[src/hdl/cuc_time_code_decoder_defines.svh]
// assertion macros shared by the time code decoder modules
`ifndef CUC_TIME_CODE_DECODER_DEFINES_SVH
`define CUC_TIME_CODE_DECODER_DEFINES_SVH

// same-cycle implication, sampled on clk, off during reset
`define CUC_ASSERT_NOW(lbl, ante, cons, msg) \
    lbl: assert property (@(posedge clk) disable iff (!rst_n) (ante) |-> (cons)) \
        else $error(msg);

// next-cycle implication, sampled on clk, off during reset
`define CUC_ASSERT_NEXT(lbl, ante, cons, msg) \
    lbl: assert property (@(posedge clk) disable iff (!rst_n) (ante) |=> (cons)) \
        else $error(msg);

`endif

[src/hdl/cuc_pkg.sv]
// types and constants of the time code decoder
package cuc_pkg;

    typedef struct packed {
        logic       external_code_valid;
        logic [7:0] external_code;
        logic [7:0] byte_0;
        logic [7:0] byte_1;
        logic [7:0] byte_2;
        logic [7:0] byte_3;
        logic [7:0] byte_4;
        logic [7:0] byte_5;
        logic [7:0] byte_6;
        logic [7:0] byte_7;
    } cuc_in_t;

    typedef struct packed {
        logic [31:0] seconds;
        logic [19:0] microseconds;
        logic [1:0]  status;
    } cuc_out_t;

    // classified code handed from the front to the back
    typedef struct packed {
        logic [1:0]  status;
        logic        level2;
        logic [1:0]  nfine;
        logic [31:0] coarse;
        logic [23:0] fine;
    } cuc_entry_t;

    typedef struct packed {
        logic [31:0] tai_epoch_offset;
        logic [31:0] mission_epoch_offset;
    } cuc_cfg_t;

    localparam logic [1:0] STATUS_OK       = 2'd0;
    localparam logic [1:0] STATUS_INVALID  = 2'd1;
    localparam logic [1:0] STATUS_MISMATCH = 2'd2;

    localparam logic CFG_TAI_EPOCH     = 1'b0;
    localparam logic CFG_MISSION_EPOCH = 1'b1;

    localparam logic [31:0] TAI_EPOCH_RESET     = 32'hE96D_A180; // -378691200
    localparam logic [31:0] MISSION_EPOCH_RESET = 32'h0000_0000;

    // p-field bits 6..2 for 4 coarse octets
    localparam logic [4:0] PF_LEVEL1 = 5'b00111;
    localparam logic [4:0] PF_LEVEL2 = 5'b01011;

    // 10^6 / 2^6, fine scale before the per-length shift
    localparam logic [13:0] FINE_SCALE = 14'd15625;
    localparam int unsigned PROD_W = 38;

endpackage

[src/hdl/cuc_time_code_decoder.sv]
// top level of the unsegmented time code decoder
//
//  channel  | handshake                  | payload
//  ---------+----------------------------+-------------------------------
//  command  | start, busy                | item (cuc_in_t)
//  result   | result_valid (strobe)      | result (cuc_out_t)
//  config   | cfg_valid, cfg_ready       | cfg_index, cfg_data
//
//  one code per cycle while busy is low; the result strobe follows the accepting edge through
//  the front register, queue slot, multiply stage and result register
//  the 24x14 fine-time multiply is the deepest path and has a stage of its own
//  rst_n clears the control state and loads the reset epoch offsets
//  the back pops the queue whenever it is not empty, so it holds at most one code and busy
//  stays low for a queue depth of three or more; results cannot be held off
module cuc_time_code_decoder #(
    parameter int unsigned FIFO_DEPTH = 4
) (
    input  logic              clk,
    input  logic              rst_n,
    input  logic              start,
    output logic              busy,
    input  cuc_pkg::cuc_in_t  item,
    output logic              result_valid,
    output cuc_pkg::cuc_out_t result,
    input  logic              cfg_valid,
    output logic              cfg_ready,
    input  logic              cfg_index,
    input  logic [31:0]       cfg_data
);

    cuc_pkg::cuc_cfg_t   cfg_reg;
    cuc_pkg::cuc_entry_t front_entry, queue_head;
    logic                front_valid, queue_not_empty, queue_almost_full;
    logic                accept;

    assign busy      = queue_almost_full;
    assign accept    = start && !busy;
    assign cfg_ready = 1'b1;

    always_ff @(posedge clk or negedge rst_n)
    begin
        if (!rst_n)
        begin
            cfg_reg.tai_epoch_offset     <= cuc_pkg::TAI_EPOCH_RESET;
            cfg_reg.mission_epoch_offset <= cuc_pkg::MISSION_EPOCH_RESET;
        end
        else if (cfg_valid && cfg_ready)
        begin
            case (cfg_index)
                cuc_pkg::CFG_TAI_EPOCH:     cfg_reg.tai_epoch_offset     <= cfg_data;
                cuc_pkg::CFG_MISSION_EPOCH: cfg_reg.mission_epoch_offset <= cfg_data;
                default: ;
            endcase
        end
    end

    cuc_front u_front (
        .clk         (clk),
        .rst_n       (rst_n),
        .accept      (accept),
        .item        (item),
        .entry       (front_entry),
        .entry_valid (front_valid)
    );

    cuc_fifo #(
        .DEPTH (FIFO_DEPTH)
    ) u_fifo (
        .clk         (clk),
        .rst_n       (rst_n),
        .push        (front_valid),
        .push_entry  (front_entry),
        .pop         (queue_not_empty),
        .head        (queue_head),
        .not_empty   (queue_not_empty),
        .almost_full (queue_almost_full)
    );

    cuc_back u_back (
        .clk          (clk),
        .rst_n        (rst_n),
        .entry_valid  (queue_not_empty),
        .entry        (queue_head),
        .cfg          (cfg_reg),
        .result_valid (result_valid),
        .result       (result)
    );

endmodule

[src/hdl/cuc_front.sv]
// front stage: p-field check, classification and field extraction
module cuc_front (
    input  logic                clk,
    input  logic                rst_n,
    input  logic                accept,
    input  cuc_pkg::cuc_in_t    item,
    output cuc_pkg::cuc_entry_t entry,
    output logic                entry_valid
);

    cuc_pkg::cuc_entry_t entry_reg, entry_next;
    logic                valid_reg;
    logic [7:0]          pf;
    logic                ext_bare;
    logic [7:0]          c0, c1, c2, c3, f0, f1, f2;

    always_comb
    begin
        // external p-field with bit 7 set means the buffer has no p-field byte
        ext_bare = item.external_code_valid & item.external_code[7];
        pf       = ext_bare ? {1'b0, item.external_code[6:0]} : item.byte_0;
        if (ext_bare)
        begin
            c0 = item.byte_0; c1 = item.byte_1; c2 = item.byte_2; c3 = item.byte_3;
            f0 = item.byte_4; f1 = item.byte_5; f2 = item.byte_6;
        end
        else
        begin
            c0 = item.byte_1; c1 = item.byte_2; c2 = item.byte_3; c3 = item.byte_4;
            f0 = item.byte_5; f1 = item.byte_6; f2 = item.byte_7;
        end

        entry_next.nfine  = pf[1:0];
        entry_next.level2 = (pf[6:2] == cuc_pkg::PF_LEVEL2);
        entry_next.coarse = {c0, c1, c2, c3};
        case (pf[1:0])
            2'd0:    entry_next.fine = 24'd0;
            2'd1:    entry_next.fine = {16'd0, f0};
            2'd2:    entry_next.fine = {8'd0, f0, f1};
            default: entry_next.fine = {f0, f1, f2};
        endcase

        if (item.external_code_valid && !item.external_code[7]
            && item.external_code != item.byte_0)
            entry_next.status = cuc_pkg::STATUS_MISMATCH;
        else if (pf[7] || (pf[6:2] != cuc_pkg::PF_LEVEL1 && pf[6:2] != cuc_pkg::PF_LEVEL2))
            entry_next.status = cuc_pkg::STATUS_INVALID;
        else
            entry_next.status = cuc_pkg::STATUS_OK;
    end

    always_ff @(posedge clk or negedge rst_n)
    begin
        if (!rst_n)
            valid_reg <= 1'b0;
        else
            valid_reg <= accept;
    end

    always_ff @(posedge clk)
    begin
        if (accept)
            entry_reg <= entry_next;
    end

    assign entry       = entry_reg;
    assign entry_valid = valid_reg;

endmodule

[src/hdl/cuc_fifo.sv]
// short queue of classified codes between front and back
`include "cuc_time_code_decoder_defines.svh"
module cuc_fifo #(
    parameter int unsigned DEPTH = 4
) (
    input  logic                clk,
    input  logic                rst_n,
    input  logic                push,
    input  cuc_pkg::cuc_entry_t push_entry,
    input  logic                pop,
    output cuc_pkg::cuc_entry_t head,
    output logic                not_empty,
    output logic                almost_full
);

    localparam int unsigned PTR_W = (DEPTH > 1) ? $clog2(DEPTH) : 1;
    localparam int unsigned CNT_W = $clog2(DEPTH + 1);

    cuc_pkg::cuc_entry_t slots [DEPTH];
    logic [PTR_W-1:0]    wr_ptr_reg, wr_ptr_next;
    logic [PTR_W-1:0]    rd_ptr_reg, rd_ptr_next;
    logic [CNT_W-1:0]    count_reg, count_next;
    logic                do_push, do_pop;

    assign do_pop  = pop && (count_reg != '0);
    assign do_push = push && (count_reg != CNT_W'(DEPTH));

    always_comb
    begin
        wr_ptr_next = wr_ptr_reg;
        rd_ptr_next = rd_ptr_reg;
        count_next  = count_reg;
        if (do_push)
            wr_ptr_next = (wr_ptr_reg == PTR_W'(DEPTH - 1)) ? '0 : wr_ptr_reg + 1'b1;
        if (do_pop)
            rd_ptr_next = (rd_ptr_reg == PTR_W'(DEPTH - 1)) ? '0 : rd_ptr_reg + 1'b1;
        if (do_push && !do_pop)
            count_next = count_reg + 1'b1;
        else if (do_pop && !do_push)
            count_next = count_reg - 1'b1;
    end

    always_ff @(posedge clk or negedge rst_n)
    begin
        if (!rst_n)
        begin
            wr_ptr_reg <= '0;
            rd_ptr_reg <= '0;
            count_reg  <= '0;
        end
        else
        begin
            wr_ptr_reg <= wr_ptr_next;
            rd_ptr_reg <= rd_ptr_next;
            count_reg  <= count_next;
        end
    end

    always_ff @(posedge clk)
    begin
        if (do_push)
            slots[wr_ptr_reg] <= push_entry;
    end

    assign head        = slots[rd_ptr_reg];
    assign not_empty   = (count_reg != '0);
    // leaves room for the transaction still in the front register
    assign almost_full = (count_reg >= CNT_W'(DEPTH - 1));

    `CUC_ASSERT_NOW(a_no_overflow, push, count_reg != CNT_W'(DEPTH), "push into full queue")
    `CUC_ASSERT_NOW(a_count_range, 1'b1, count_reg <= CNT_W'(DEPTH), "queue count out of range")
    `CUC_ASSERT_NEXT(a_count_track, do_push && !do_pop, count_reg == $past(count_reg) + 1'b1,
        "queue count did not follow push")

endmodule

[src/hdl/cuc_back.sv]
// back stages: fine-time scaling, epoch offset and result register
`include "cuc_time_code_decoder_defines.svh"
module cuc_back (
    input  logic                clk,
    input  logic                rst_n,
    input  logic                entry_valid,
    input  cuc_pkg::cuc_entry_t entry,
    input  cuc_pkg::cuc_cfg_t   cfg,
    output logic                result_valid,
    output cuc_pkg::cuc_out_t   result
);

    localparam int unsigned PW = cuc_pkg::PROD_W;

    logic                s1_valid_reg;
    cuc_pkg::cuc_entry_t s1_entry_reg;
    logic [PW-1:0]       s1_prod_reg, s1_prod_next;
    logic                out_valid_reg;
    cuc_pkg::cuc_out_t   out_reg, out_next;
    logic [19:0]         micro;

    assign s1_prod_next = PW'(entry.fine) * PW'(cuc_pkg::FINE_SCALE);

    always_comb
    begin
        // shift by 8n-6 for n fine octets
        case (s1_entry_reg.nfine)
            2'd0:    micro = 20'd0;
            2'd1:    micro = s1_prod_reg[21:2];
            2'd2:    micro = s1_prod_reg[29:10];
            default: micro = s1_prod_reg[37:18];
        endcase
        if (s1_entry_reg.status == cuc_pkg::STATUS_OK)
        begin
            out_next.seconds = s1_entry_reg.coarse + (s1_entry_reg.level2 ?
                cfg.mission_epoch_offset : cfg.tai_epoch_offset);
            out_next.microseconds = micro;
        end
        else
        begin
            out_next.seconds      = 32'd0;
            out_next.microseconds = 20'd0;
        end
        out_next.status = s1_entry_reg.status;
    end

    always_ff @(posedge clk or negedge rst_n)
    begin
        if (!rst_n)
        begin
            s1_valid_reg  <= 1'b0;
            out_valid_reg <= 1'b0;
        end
        else
        begin
            s1_valid_reg  <= entry_valid;
            out_valid_reg <= s1_valid_reg;
        end
    end

    always_ff @(posedge clk)
    begin
        if (entry_valid)
        begin
            s1_entry_reg <= entry;
            s1_prod_reg  <= s1_prod_next;
        end
        if (s1_valid_reg)
            out_reg <= out_next;
    end

    assign result_valid = out_valid_reg;
    assign result       = out_reg;

    `CUC_ASSERT_NEXT(a_stage_flow, s1_valid_reg, result_valid, "scaled code did not reach result")
    `CUC_ASSERT_NOW(a_error_zero, result_valid && result.status != cuc_pkg::STATUS_OK,
        result.seconds == 32'd0 && result.microseconds == 20'd0, "error result carries time")
    `CUC_ASSERT_NOW(a_status_code, result_valid,
        result.status == cuc_pkg::STATUS_OK || result.status == cuc_pkg::STATUS_INVALID
        || result.status == cuc_pkg::STATUS_MISMATCH, "result status has no meaning")

endmodule

[config.mk]
export PLATFORM = sky130hd
export DESIGN_NAME = cuc_time_code_decoder
export DESIGN_NICKNAME = d
export VERILOG_FILES = /design/src/hdl/cuc_pkg.sv /design/src/hdl/cuc_time_code_decoder.sv /design/src/hdl/cuc_front.sv /design/src/hdl/cuc_fifo.sv /design/src/hdl/cuc_back.sv
export VERILOG_INCLUDE_DIRS = /design/src /design/src/hdl
export SDC_FILE = /design/constraint.sdc
export NUM_CORES = 1
export LEC_CHECK = 0
export ABC_AREA = 0
export BUFFER_PORTS_ARGS = -buffer_cell sky130_fd_sc_hd__buf_2
export CORE_ASPECT_RATIO = 0.75
export CORE_UTILIZATION = 66
export CTS_CLUSTER_SIZE = 20
export DETAILED_ROUTE_END_ITERATION = 7
export PLACE_DENSITY = 0.86
export SLEW_MARGIN = 20
export SYNTH_ARGS = -nofsm -noshare
export SYNTH_HDL_FRONTEND = slang
export SYNTH_SLANG_ARGS = --single-unit
[constraint.sdc]
create_clock -name clk -period 11.32 [get_ports clk]
set_clock_uncertainty 0.2 [all_clocks]
set_input_delay 1.698 -clock clk [delete_from_list [all_inputs] [get_ports clk]]
set_output_delay 1.698 -clock clk [all_outputs]
set_load 0.01 [all_outputs]
==> metrics.csv, run 1 <==
metric;value;unit
port-buffer-count;165;
die_area;41400;um2
core_area;39700;um2
htreeDepth;2;
clkSinkCount;506;
grt_first_pass_wirelength;98.0;mm
synth_seq_cells;506;
yosysSeqAreaShare;0.554;
io_pins;167;
first_pass_iters;8;
grt_overflow;0;
start_util;0.674;
critPathLaunchType;flop;
fin_nets;2440;
crit_top_cell;fa_1;
drt-total-wl;64.6;mm
worstHoldPathCells;0;
grt_pass1_vias;16700;
drc;11;
syn_avg_cell_area;13.9;um2
dpl.hpwl;43.2;mm
use_met2;0.470;
tightest_slew;1.11;ns
cpPeakStageDelay;0.76;ns
crit_required;11.45;ns
synth_top_area_share;0.485;
vias;17000;
cts_setup_buffers;0;
drv_slew;0;
crit_chain;buf_4, mux4_2, inv_1, fa_1, inv_1, fa_1, fa_1, fa_1, ha_1, inv_1, fa_1, inv_1, ha_1, o21a_1, o21bai_1, or3_1, o21ai_0, a211o_1, nand3_1;
ant_nets;0;
yosys_most_used_dff;edfxtp_1;
die_w;235;um
ff_latch_area;14800;um2
rows;63;
multi_input_area;11100;um2
r2r-start;u_fifo.rd_ptr_reg[0];
cts.path.max_buffers;3;
layout.cells.non_filler;2626;
slew_headroom;0.260;
max_cap_violations;0;
hold_buffers;0;
hp-class;flop to flop;
area_growth;10.5;%
synth_area;26800;um2
cts_resized;0;
cts_buffers;47;
grt_start_max_net_pins;75;
clk_latency;0.59;ns
fill_cells;2409;
rr_worst_depth;19;
fin_crit;7.75;ns
cts.root.buffer_cell;clkbuf_16;
violations;DRC;
placed_cells;2539;
synth-async-reset-ratio;0.146;
path_max_fanout;41;
antenna_found_initial;2;
fmax;0.129;GHz
track_usage;0.319;
top_usage_layer;met1;
synth_most_common_cell;edfxtp_1;
use_met3;0.0575;
cts_tree;done;
die_h;176;um
antenna_cells;0;
synth_cells;1922;
wire_per_inst;24.6;um
synth_fp_nets;2294;
rsz0062_at_grt;false;
finalSetupTns;0;ns
yosys.area.top_type;edfxtp_1;
yosysUniqueCellTypes;69;
drt_iter0_drc;2177;
clk_pin_slew;0.07;ns
status;finished with violations;
placed_area;28100;um2
crit_type;flop to flop;
synth_area_leaders;edfxtp_1, ha_1, fa_1, dfrtp_1, mux4_2;
period_share;0.685;
grt_use_met1;0.494;
largest_register_ffs;244;
viasPerCell;6.48;
routabilityCongestion;0.977;
endpoint_kind;flop;
startpoint;u_fifo.rd_ptr_reg[0];
drive_gt1_frac;0.217;
setup_viol;0;
cpMaxStageDelayCell;dfrtp_4;
hold_viol;0;
ys_warn_count;0;
final_area;29600;um2
cp.arrival;7.88;ns
synth-edff-count;432;
hp-start;u_front.entry[41];
synthTopCellsByCount;edfxtp_1, ha_1, nand2_1;
[kinds of logic (layout without fill, tap and decap cells)]
family / Yosys count / count (layout) / synth area share
compound gates: 291 / 291 / 0.0713
xor+xnor: 60 / 60 / 0.0196
fa+ha+maj: 262 / 262 / 0.149
buf+inv: 227 / 411 / 0.0325
flops: 506 / 506 / 0.554
mux: 187 / 187 / 0.105
other cells: 1 / 1 / 0.000140
simple gates: 388 / 388 / 0.0680
[final cells by class]
cell class	count	share of cell area
Sequential cell	506	0.502
Timing Repair Buffer	178	0.0312
Multi-Input combinational cell	1189	0.375
Tap cell	520	0.0220
Inverter	146	0.0185
Clock inverter	21	0.00634
Clock buffer	66	0.0453
[cells in the final DEF (no fill, tap or decap), drive strengths merged, types with 6 or more instances in the layout]
| master | instances |
|---|---|
| o211ai | 9 |
| o31ai | 6 |
| and3 | 13 |
| a21o | 36 |
| a22oi | 8 |
| fa | 96 |
| xnor2 | 33 |
| nor4 | 12 |
| clkbuf | 66 |
| nor2 | 85 |
| ha | 166 |
| nand3 | 15 |
| mux2i | 19 |
| a211oi | 28 |
| mux2 | 104 |
| mux4 | 64 |
| nand4 | 18 |
| nor3b | 17 |
| nor3 | 25 |
| and2 | 12 |
| nand2 | 162 |
| o21ai | 46 |
| clkinv | 16 |
| o21bai | 7 |
| xor2 | 27 |
| dfrtp | 60 |
| inv | 149 |
| nor2b | 6 |
| a31oi | 7 |
| o21a | 14 |
| buf | 178 |
| dfstp | 14 |
| a21oi | 89 |
| edfxtp | 432 |
[per-stage QoR]
| step | worst slack [ns] | hold slack (ns) | util |
|---|---|---|---|
| after global routing | 3.24 | 0.310 | 0.745 |
| after global placement | 3.86 | 0.264 | 0.706 |
| after floorplan | 4.49 | 0.257 | - |
| after CTS | 3.56 | 0.301 | 0.744 |
| final | 3.57 | 0.300 | 0.745 |
| after detailed placement | 3.74 | 0.282 | 0.706 |
[final timing paths]
path	to	slack [ns]
worst max-delay path	u_back.s1_prod_reg[37]	3.57
worst min-delay path	u_fifo.slots[0][41]	0.30
max in group asynchronous	u_fifo.rd_ptr_reg[0]	9.04
worst max register to register	u_back.s1_prod_reg[37]	3.57
min in group asynchronous	u_fifo.rd_ptr_reg[0]	1.16
worst min register to register	u_fifo.slots[0][41]	0.30
[critical path, delay by kind of cell (launching register included)]
family	cells	cell delay, ns
adders and majority gates	7	3.09
buffers and inverters	5	1.18
AOI/OAI and AO/OA	4	0.96
DFF	1	0.76
muxes	1	0.72
and+or+nand+nor	2	0.54
[layer usage]
metal,part of all wire,vias up
li1,-,7389
met1,0.42,8439
met2,0.45,1042
met3,0.10,145
met4,0.023,2
met5,0.00020,-
Power of run 1 is left out: the tool's default activity adds up to more than one toggle a clock period on the data nets, which glitch-free logic cannot reach.
==> run 2: changes to the inputs <==
- CORE_UTILIZATION: 66 -> 62
- PLACE_DENSITY: 0.86 -> 0.81
- clock period: 11.32 -> 8.1 ns (I/O delays scaled with it)
==> metrics.csv, run 2 (synthesized netlist as in run 1, its figures left out) <==
metric;value;unit;change
crit_type;flop to flop;;
track_usage;0.283;;-0.0353
grt_first_pass_wirelength;94.9;mm;-3.1%
slew_headroom;0.274;;+0.0139
final_common_cell;edfxtp_1;;
cp.arrival;7.24;ns;-0.64 ns
whs_endpoint;u_fifo.slots[1][59];;
final_cell_mix;edfxtp_1, ha_1, buf_2;;
drv_slew;0;;unchanged
die_h;182;um;+3.1%
start_util;0.633;;-0.0408
fmax;0.140;GHz;+8.8%
rsz0062_at_grt;false;;
rr_worst_depth;19;;unchanged
hp-class;flop to flop;;
die_w;242;um;+3.1%
dpl.hpwl;43.1;mm;-0.19%
drc;0;;-11
setup_viol;0;;unchanged
placed_cells;2591;;+2.0%
area_growth;10.9;%;
critPathLaunchType;flop;;
cts_buffers;47;;unchanged
antenna_found_initial;1;;-1
final_util;0.702;;-0.0429
vias;16800;;-1.6%
drive_gt1_frac;0.219;;+0.00185
cts_tree;done;;
fill_cells;2804;;+16%
crit_chain;mux4_2, inv_1, fa_1, fa_1, fa_1, fa_1, inv_1, ha_1, inv_1, fa_1, inv_1, ha_1, nand2_1, o21ai_0, nor2_1, o2bb2ai_1, a21oi_1, a41oi_1, a221oi_1;;
grt_start_max_net_pins;75;;unchanged
largest_register_ffs;244;;unchanged
drt-total-wl;61.8;mm;-4.4%
status;complete, no violations;;
cpPeakStageDelay;0.78;ns;+0.02 ns
port-buffer-count;165;;unchanged
layout.cells.non_filler;2680;;+2.1%
die_area;44000;um2;+6.4%
clk_pin_slew;0.07;ns;about the same
cts_resized;0;;unchanged
crit_top_cell;fa_1;;
crit_required;8.21;ns;-3.24 ns
viasPerCell;6.25;;-3.6%
hold_buffers;0;;unchanged
max_cap_violations;0;;unchanged
endpoint_kind;flop;;
worstHoldPathCells;0;;unchanged
grt_pass1_vias;16500;;-1.7%
finalSetupTns;0;ns;unchanged
fin_crit;7.13;ns;-0.625 ns
cts.path.max_buffers;3;;unchanged
r2r-start;u_fifo.rd_ptr_reg[0];;
cpMaxStageDelayCell;dfrtp_4;;
routabilityCongestion;0.955;;-2.3%
ant_nets;0;;unchanged
antenna_cells;0;;unchanged
first_pass_iters;8;;unchanged
reg2reg_slack;0.97;ns;-2.59 ns
r2r-end;u_back.s1_prod_reg[36];;
crit_buf_inv;4;;-1
htreeDepth;2;;unchanged
fin_nets;2444;;+0.16%
grt_overflow;0;;unchanged
cts.root.buffer_cell;clkbuf_16;;
wire_per_inst;23.0;um;-6.4%
rows;65;;+3.2%
period_share;0.880;;+0.195
cts_setup_buffers;0;;unchanged
core_area;42300;um2;+6.5%
drt_iter0_drc;2124;;-2.4%
path_max_fanout;26;;-37%
clkSinkCount;506;;unchanged
clk_latency;0.59;ns;about the same
tightest_slew;1.09;ns;-0.0209 ns
hold_viol;0;;unchanged
cp_top_family;adder cells;;
hp-start;u_front.entry[59];;
io_pins;167;;unchanged
[run 2: worst max-delay path by stage]
stage / slack (ns) / from / depth (start not counted) / to
2_1_floorplan: 1.27 / u_fifo.rd_ptr_reg[0] / 22 / u_back.s1_prod_reg[35]
3_3_place_gp: 1.16 / u_fifo.rd_ptr_reg[0] / 19 / u_back.s1_prod_reg[35]
3_5_place_dp: 1.09 / u_fifo.rd_ptr_reg[0] / 19 / u_back.s1_prod_reg[35]
4_1_cts: 1.03 / u_fifo.rd_ptr_reg[0] / 19 / u_back.s1_prod_reg[35]
5_1_grt: 0.62 / u_fifo.rd_ptr_reg[0] / 19 / u_back.s1_prod_reg[37]
6_report: 0.97 / u_fifo.rd_ptr_reg[0] / 19 / u_back.s1_prod_reg[36]
[run 2: layout make-up]
type                    count  area [um2]  share of cell area
multi-input cells        1189       11100               0.373
inverters                 146         548              0.0185
clock inverters            36         324              0.0109
flip-flops and latches    506       14800               0.500
clock buffers              52        1190              0.0403
well taps                 569         712              0.0240
repair buffers            182         968              0.0326
[run 2: stage by stage]
| stage | area, um2 | hold slack (ns) | setup slack, ns |
|---|---|---|---|
| floorplan | 26800 | 0.257 | 1.27 |
| global placement | 28100 | 0.266 | 1.16 |
| detailed placement | 28100 | 0.281 | 1.09 |
| CTS | 29700 | 0.300 | 1.03 |
| global route | 29700 | 0.318 | 0.621 |
| finish | 29700 | 0.298 | 0.972 |
[run 2: layer usage]
metal	part of all wire	wire (um)	vias to the layer above	track usage
met2	0.44	27000	889	0.414
met5	0	0	-	0
met4	0.019	1180	0	0.0641
met1	0.44	27400	8332	0.441
met3	0.10	6260	103	0.0566
li1	-	-	7426	-
Power of run 2 is left out for the same reason.
